**src/rtl/scba_pkg.sv**
```systemverilog
// ----------------------------------------------------------------------------
// scba_pkg: shared types and constants of the size-class bin allocator
// Holds the item layouts, result codes, datapath commands and status, and the
// tables of the 27 size classes.
// ----------------------------------------------------------------------------
package scba_pkg;

	localparam int NUM_CLASSES   = 27;
	localparam int PAGE_BYTES    = 4096;
	localparam int SMALL_CLASSES = 11;
	localparam logic [4:0]  LAST_CLASS = 5'd26;
	localparam logic [23:0] MAX_REQ    = 24'h010000;
	localparam logic [16:0] CNT_MAX17  = 17'h1FFFF;
	localparam logic [8:0]  CNT_MAX9   = 9'h1FF;

	// result codes
	localparam logic [1:0] ST_OK        = 2'd0;
	localparam logic [1:0] ST_TOO_BIG   = 2'd1;
	localparam logic [1:0] ST_EXHAUSTED = 2'd2;
	localparam logic [1:0] ST_UNTAGGED  = 2'd3;

	typedef struct packed {
		logic        kind;
		logic [23:0] request_size;
		logic [19:0] free_offset;
	} req_t;

	typedef struct packed {
		logic [1:0]  status;
		logic [19:0] block_offset;
		logic [4:0]  size_class;
		logic [16:0] class_live_count;
		logic [8:0]  page_elements_left;
	} rsp_t;

	typedef enum logic [4:0] {
		OP_NONE,
		OP_CLEAR,
		OP_LATCH,
		OP_SEARCH,
		OP_POP_INIT,
		OP_LINK_RED,
		OP_LINK_RD,
		OP_POP,
		OP_RUN,
		OP_TAG,
		OP_CARVE,
		OP_ADJ_INIT,
		OP_ADJ_RD,
		OP_ADJ_WR,
		OP_FREE_RD,
		OP_FREE_CHK,
		OP_FREE_UPD,
		OP_ERR_BIG,
		OP_ERR_FULL,
		OP_ERR_TAG,
		OP_DONE
	} dp_op_t;

	typedef struct packed {
		logic is_free;
		logic too_big;
		logic class_fit;
		logic list_nonempty;
		logic run_empty;
		logic heap_full;
		logic pn_last;
		logic idx_ok;
		logic tag_ok;
		logic clr_last;
	} dp_stat_t;

	// element size in bytes of a class
	function automatic logic [16:0] class_size(input logic [4:0] c);
		case (c)
			5'd0:    class_size = 17'd16;
			5'd1:    class_size = 17'd32;
			5'd2:    class_size = 17'd44;
			5'd3:    class_size = 17'd64;
			5'd4:    class_size = 17'd89;
			5'd5:    class_size = 17'd128;
			5'd6:    class_size = 17'd256;
			5'd7:    class_size = 17'd315;
			5'd8:    class_size = 17'd512;
			5'd9:    class_size = 17'd1024;
			5'd10:   class_size = 17'd2048;
			default: class_size = 17'(c - 5'd10) << 12;
		endcase
	endfunction

	// elements in a fresh run, and the element count tagged on each of its pages
	function automatic logic [8:0] run_count(input logic [4:0] c);
		case (c)
			5'd0:    run_count = 9'd256;
			5'd1:    run_count = 9'd128;
			5'd2:    run_count = 9'd93;
			5'd3:    run_count = 9'd64;
			5'd4:    run_count = 9'd46;
			5'd5:    run_count = 9'd32;
			5'd6:    run_count = 9'd16;
			5'd7:    run_count = 9'd13;
			5'd8:    run_count = 9'd8;
			5'd9:    run_count = 9'd4;
			5'd10:   run_count = 9'd2;
			default: run_count = 9'd1;
		endcase
	endfunction

	// pages spanned by one block of a class
	function automatic logic [4:0] span_pages(input logic [4:0] c);
		span_pages = (c < 5'(SMALL_CLASSES)) ? 5'd1 : (c - 5'd10);
	endfunction

endpackage

```
**src/rtl/scba_ctrl.sv**
```systemverilog
// ----------------------------------------------------------------------------
// scba_ctrl: allocator sequencer
// Walks each item through class search, pop or carve, page tagging, page
// count adjustment and free-list update, issuing one datapath command a cycle.
// ----------------------------------------------------------------------------
module scba_ctrl import scba_pkg::*; (
	input  logic     clk,
	input  logic     arst_n,
	input  logic     start,
	input  dp_stat_t st,
	output dp_op_t   op,
	output logic     busy
);

	typedef enum logic [4:0] {
		S_CLEAR,
		S_IDLE,
		S_DECODE,
		S_SEARCH,
		S_ALLOC,
		S_TAG,
		S_CARVE,
		S_RED,
		S_LINK_RD,
		S_POP,
		S_ADJ_INIT,
		S_ADJ_RD,
		S_ADJ_WR,
		S_FREE_RD,
		S_FREE_CHK,
		S_FREE_UPD,
		S_DONE
	} state_t;

	state_t state_q, state_nxt;
	logic   busy_q;

	assign busy = busy_q;

	// pick the next state and the command for this cycle
	always_comb begin
		state_nxt = state_q;
		op        = OP_NONE;
		case (state_q)
			S_CLEAR: begin
				op = OP_CLEAR;
				if (st.clr_last) state_nxt = S_IDLE;
			end
			S_IDLE: begin
				if (start) begin
					op        = OP_LATCH;
					state_nxt = S_DECODE;
				end
			end
			S_DECODE: begin
				if (st.is_free) begin
					state_nxt = S_FREE_RD;
				end else if (st.too_big) begin
					op        = OP_ERR_BIG;
					state_nxt = S_IDLE;
				end else begin
					state_nxt = S_SEARCH;
				end
			end
			S_SEARCH: begin
				if (st.class_fit) state_nxt = S_ALLOC;
				else op = OP_SEARCH;
			end
			S_ALLOC: begin
				if (st.list_nonempty) begin
					op        = OP_POP_INIT;
					state_nxt = S_RED;
				end else if (st.run_empty) begin
					if (st.heap_full) begin
						op        = OP_ERR_FULL;
						state_nxt = S_IDLE;
					end else begin
						op        = OP_RUN;
						state_nxt = S_TAG;
					end
				end else begin
					state_nxt = S_CARVE;
				end
			end
			S_TAG: begin
				op = OP_TAG;
				if (st.pn_last) state_nxt = S_CARVE;
			end
			S_CARVE: begin
				op        = OP_CARVE;
				state_nxt = S_ADJ_INIT;
			end
			S_RED: begin
				if (!st.idx_ok) op = OP_LINK_RED;
				else if (st.is_free) state_nxt = S_FREE_UPD;
				else state_nxt = S_LINK_RD;
			end
			S_LINK_RD: begin
				op        = OP_LINK_RD;
				state_nxt = S_POP;
			end
			S_POP: begin
				op        = OP_POP;
				state_nxt = S_ADJ_INIT;
			end
			S_ADJ_INIT: begin
				op        = OP_ADJ_INIT;
				state_nxt = S_ADJ_RD;
			end
			S_ADJ_RD: begin
				op        = OP_ADJ_RD;
				state_nxt = S_ADJ_WR;
			end
			S_ADJ_WR: begin
				op = OP_ADJ_WR;
				if (!st.pn_last) state_nxt = S_ADJ_RD;
				else if (st.is_free) state_nxt = S_RED;
				else state_nxt = S_DONE;
			end
			S_FREE_RD: begin
				op        = OP_FREE_RD;
				state_nxt = S_FREE_CHK;
			end
			S_FREE_CHK: begin
				if (!st.tag_ok) begin
					op        = OP_ERR_TAG;
					state_nxt = S_IDLE;
				end else begin
					op        = OP_FREE_CHK;
					state_nxt = S_ADJ_INIT;
				end
			end
			S_FREE_UPD: begin
				op        = OP_FREE_UPD;
				state_nxt = S_DONE;
			end
			S_DONE: begin
				op        = OP_DONE;
				state_nxt = S_IDLE;
			end
			default: state_nxt = S_IDLE;
		endcase
	end

	// hold state; busy is high everywhere but idle
	always_ff @(posedge clk or negedge arst_n) begin
		if (!arst_n) begin
			state_q <= S_CLEAR;
			busy_q  <= 1'b1;
		end else begin
			state_q <= state_nxt;
			busy_q  <= (state_nxt != S_IDLE);
		end
	end

endmodule

```
**config.mk**
```make
export PLATFORM = sky130hd
export DESIGN_NAME = scba_ctrl
export DESIGN_NICKNAME = d
export VERILOG_FILES = /design/src/rtl/scba_pkg.sv /design/src/rtl/scba_ctrl.sv
export SDC_FILE = /design/constraint.sdc
export NUM_CORES = 1
export LEC_CHECK = 0
export BUFFER_PORTS_ARGS = -buffer_cell sky130_fd_sc_hd__buf_2
export CAP_MARGIN = 20
export CELL_PAD_IN_SITES_DETAIL_PLACEMENT = 0
export CELL_PAD_IN_SITES_GLOBAL_PLACEMENT = 1
export CORE_MARGIN = 2
export CORE_UTILIZATION = 42
export DETAILED_ROUTE_END_ITERATION = 6
export PLACE_DENSITY = 0.84
export SYNTH_ARGS = -nofsm -noshare
export SYNTH_HDL_FRONTEND = slang
export SYNTH_SLANG_ARGS = --single-unit
```
**constraint.sdc**
```tcl
create_clock -name clk -period 3.15 [get_ports clk]
set_input_delay 0 -clock clk [delete_from_list [all_inputs] [get_ports clk]]
set_output_delay 0 -clock clk [all_outputs]
set_load 0.005 [all_outputs]
```
### Yosys cells after proc, flatten, opt, wreduce, memory -nomap -nowiden

Cells that the tools add are included.
Widths: inputs -> output; s select.

* bits in registers: 6
* input bits: 13
* logic and storage cells: 46

* reduce and logical (&&, ||, !) cells: 2
* equal/unequal tests: 17
* multiplexer cells: 25

Operators by type and width (number)
* $pmux 5 s17: 1
* $mux 5: 15
* $pmux 5 s15: 1
* $eq 5x4->1 const B: 8
* $eq 5x3->1 const B: 4
* $eq 5x2->1 const B: 2
* $mux 3: 3
* $mux 4: 2
* $mux 2: 3
* $eq 5x1->1 const B: 1
* $eq 5x5->1 const B: 1
* $logic_not 5->1: 1
* $ne 5x1->1 const B: 1
* $reduce_or 2->1: 1

### Logic depth before layout (Yosys ltp)

* depth in word-level cells: 5
* gate-level depth with buffers: 7
* mapped depth without buffers: 5

### Least setup slack after synthesis

No wires, ideal clock.

* kind: register -> register
* from: register state_q[3]
* to: register busy_q (netlist: busy)
* path slack: 1.410 ns
* data required time: 3.056 ns
* cell stages (with the launch flop): 7
* data arrival time: 1.646 ns
* library setup time: 0.094 ns
* path through: dfrtp_1 > buf_6 > and2b_4 > o211ai_1 > a21oi_1 > or3_4 > or4_1

* word-level cells in the longest chain between the ends: 4
* elaborated cells between the ends (all ways): 24

RTL lines
* start: declaration: RTL line scba_ctrl.sv:35 `state_t state_q, state_nxt;`
* start signal: assignment: RTL line scba_ctrl.sv:151 `state_q <= state_nxt;`
* $eq 5x4->1 or $eq 5x3->1 (tied branches): RTL line scba_ctrl.sv:44 `case (state_q)`
* $reduce_or 2->1 (no source line)
* $pmux 5 s15 *: RTL line scba_ctrl.sv:44
* named net state_nxt[1]: RTL line scba_ctrl.sv:35
* $ne 5x1->1 *: RTL line scba_ctrl.sv:152 `busy_q <= (state_nxt != S_IDLE);`
* end signal: assignment: RTL line scba_ctrl.sv:152
* end: declaration: RTL line scba_ctrl.sv:36 `logic busy_q;`

Mark *: on every way through the listed nets, which the timed path passes. The rest lies on a longest branch.

### Worst setup path in the final report

* from: register state_q[2]
* to: register busy_q (netlist: busy)

The elaborated chain is that of the path after synthesis.

==> run_results.csv <==
group,metric,value,unit
run_status,outcome,"complete, no violations",
global_routing,grt_busiest_layer,"met2",
global_routing,met2_usage,30.22,%
placement,portBuffers,18,
power_and_ir_drop,vdd.ir_drop.worst,0.0003661,V
sta,slew_headroom,51.70,%
worst_setup_path,worst-endpoint-arrival,2.39,ns
clocking,cts_setup_buffers,0,
routing,drtIter0Drc,26,
finish,areaGrowthSynthToFinish,8.596,%
global_routing,grt-ovfl-total,0,
flow_run,cap_violations,0,
yosys,synth_cell_types,48,
routing,dr.pass1.iters,4,
placement,dp_hpwl,1.604,mm
yosys,yosysSeqAreaShare,17.34,%
sta,hold_ws,0.1010,ns
yosys,synth_seq_cells,6,
yosys,ys_warn_count,0,
yosys,synth_top_area_share,14.33,%
worst_setup_path,critical_path_class,"reg -> reg",
routing,routedWlPerCell,14.55,um
sta,setup_tns,0,ns
yosys,syn_nets,123,
global_routing,antenna_found_initial,0,
clocking,max-clock-path-buffers,2,
yosys,synth_area_leaders,"dfrtp_1 (14%), buf_6 (5.2%), nand2b_1 (5.0%)",
sta,worst_pin_slew,0.7245,ns
clocking,cts_tree,"built",
sta,hold_viol,0,
finish,drive_gt1_share,25.20,%
routing,drtAntennaViolNets,0,
clocking,cts.clk_slew.worst_paths,0.05,ns
routing,drc,0,
global_routing,grt_use_total,18.89,%
yosys,synth_enable_flop_cells,0,
sta,fin_crit_sh,71.45,%
sta,fin_skew,0.008374,ns
routing,avgViaCountPerCell,5.967,
finish,final_common_cell,"buf_2",
yosys,syn_area_per_cell,7.939,um2
floorplanning,num_rows,16,
worst_setup_path,crit_fanout,21,
routing,routed_wl,2.182,mm
yosys,synth-main-ff-cell,"dfrtp_1",
floorplanning,die_h,49.60,um
worst_setup_path,end_kind,"flip-flop",
finish,fin_nets,137,
finish,antenna_cells,0,
yosys,syn_inst,110,
global_routing,grt_pass1_wl,3.684,mm
yosys,syn_area,873.3,um2
clocking,cts_htree_levels,1,
floorplanning,core,0.001962,mm2
clocking,cts.sinks,6,
sta,final.min_clock_period,2.251,ns
yosys,yosys.area.top_type,"dfrtp_1",
sta,slew_violations,0,
floorplanning,boundaryPins,19,
finish,final_cell_mix,"buf_2 (18), nor2_1 (10), nand2b_1 (7)",
global_routing,grt_max_degree,24,
global_routing,grt_use_met3,2.727,%
worst_setup_path,cp-start-kind,"flip-flop",
floorplanning,die_area,0.002460,mm2
worst_setup_path,critPathRequiredTime,3.29,ns
clocking,worstSkewPairLatency,0.24,ns
sta,rsz0062_at_grt,"no",
routing,vias,895,
sta,setup-violations-final,0,
placement,gp_congestion,0.8562,
floorplanning,die_w,49.60,um
worst_setup_path,r2r_slack,0.90,ns
clocking,root_buffer,"clkbuf_4",
clocking,numCtsBuffers,3,
global_routing,grtUsageMet1,25.71,%
power_and_ir_drop,power.density,971.1,mW/mm2
floorplanning,initial_core_util,44.52,%
min_path,min_path_type,"in -> async",
global_routing,grt_pass1_vias,830,
sta,fmax,0.4443,GHz
power_and_ir_drop,p_leak,0.3794,nW
yosys,async_flop_share,100.0,%
==> final cells by class <==
cell class	instances	area, um2
Fill cell	227	1013
Multi-Input combinational cell	88	611.8
Sequential cell	6	151.4
Clock buffer	4	26.28
Timing Repair Buffer	19	100.1
Tap cell	27	33.78
Inverter	6	25.02
==> flip-flops by register name, indices dropped and copies added (netlist names) <==
register / cells
busy: 1
state_q: 5
==> cells by family (layout without fill, tap and decap cells) <==
| kind of cell | count (synthesis) | in the layout | synth area share (%) |
|---|---|---|---|
| muxes | 1 | 1 | 2.579 |
| DFF | 6 | 6 | 17.34 |
| buffers and inverters | 16 | 29 | 12.61 |
| xor gates and xnor gates | 1 | 1 | 1.003 |
| and+or+nand+nor | 54 | 54 | 37.11 |
| AOI/OAI and AO/OA | 32 | 32 | 29.37 |
==> final timing paths <==
kind	endpoint	from	depth (start not counted)
worst min register to register	state_q[0]	state_q[4]	2
worst max-delay path	busy	state_q[2]	5
max in group asynchronous	busy	arst_n	2
worst max register to register	busy	state_q[2]	5
worst min-delay path	state_q[2]	arst_n	2
min in group clk	state_q[4]	st[9]	4
==> critical path, cell delays in order, from the launching register on <==
cell and delay (ns):
dfrtp_1 0.79, and2b_4 0.30, a32oi_1 0.17, a21oi_1 0.11
or3_4 0.39, or4_1 0.41
==> per-layer routing <==
metal / up-vias / routed length, um / part of all wire [%]
li1: 449 / - / -
met1: 415 / 1053 / 48
met2: 29 / 1017 / 47
met3: 2 / 89 / 4.1
met4: 0 / 22 / 1.0
met5: - / 0 / 0
==> per-stage QoR <==
stage	utilization, %	cells	cell area [um2]	total power, mW	setup slack [ns]
floorplan	-	110	873.3	0.7552	1.410
global placement	46.49	145	912.1	0.8403	0.9183
detailed placement	46.49	145	912.1	0.8433	0.9308
CTS	48.34	150	948.4	0.9207	0.9014
global route	48.34	150	948.4	1.006	0.7384
finish	48.34	150	948.4	0.9210	0.8994
==> cells in the mapped netlist, types with 2 or more instances <==
master,count
dfrtp_1,5
a21oi_1,6
o211ai_1,4
a32oi_1,2
nand3_1,3
nor2_1,10
o21a_1,2
or4_1,2
nor3_1,5
buf_6,4
nand3b_1,3
clkbuf_1,2
buf_2,2
o32a_1,3
nor2b_1,6
or3_1,3
nand4_1,3
nand2b_1,7
inv_1,5
nand2_1,5
==> repair_timing <==
| action | CTS | global route |
|---|---|---|
| gates resized for setup | 0 | 0 |
| hold buffers | 1 | 0 |
| endpoints found under the hold margin | 6 | 0 |
==> power by group <==
part / switching, mW / internal [mW] / leakage (nW)
Sequential: 0.152 / 0.109 / 0.0736
Combinational: 0.287 / 0.301 / 0.291
Clock: 0.0248 / 0.0478 / 0.0150
Total: 0.464 / 0.458 / 0.379
Note: power is estimated with default switching activity, not from simulation.
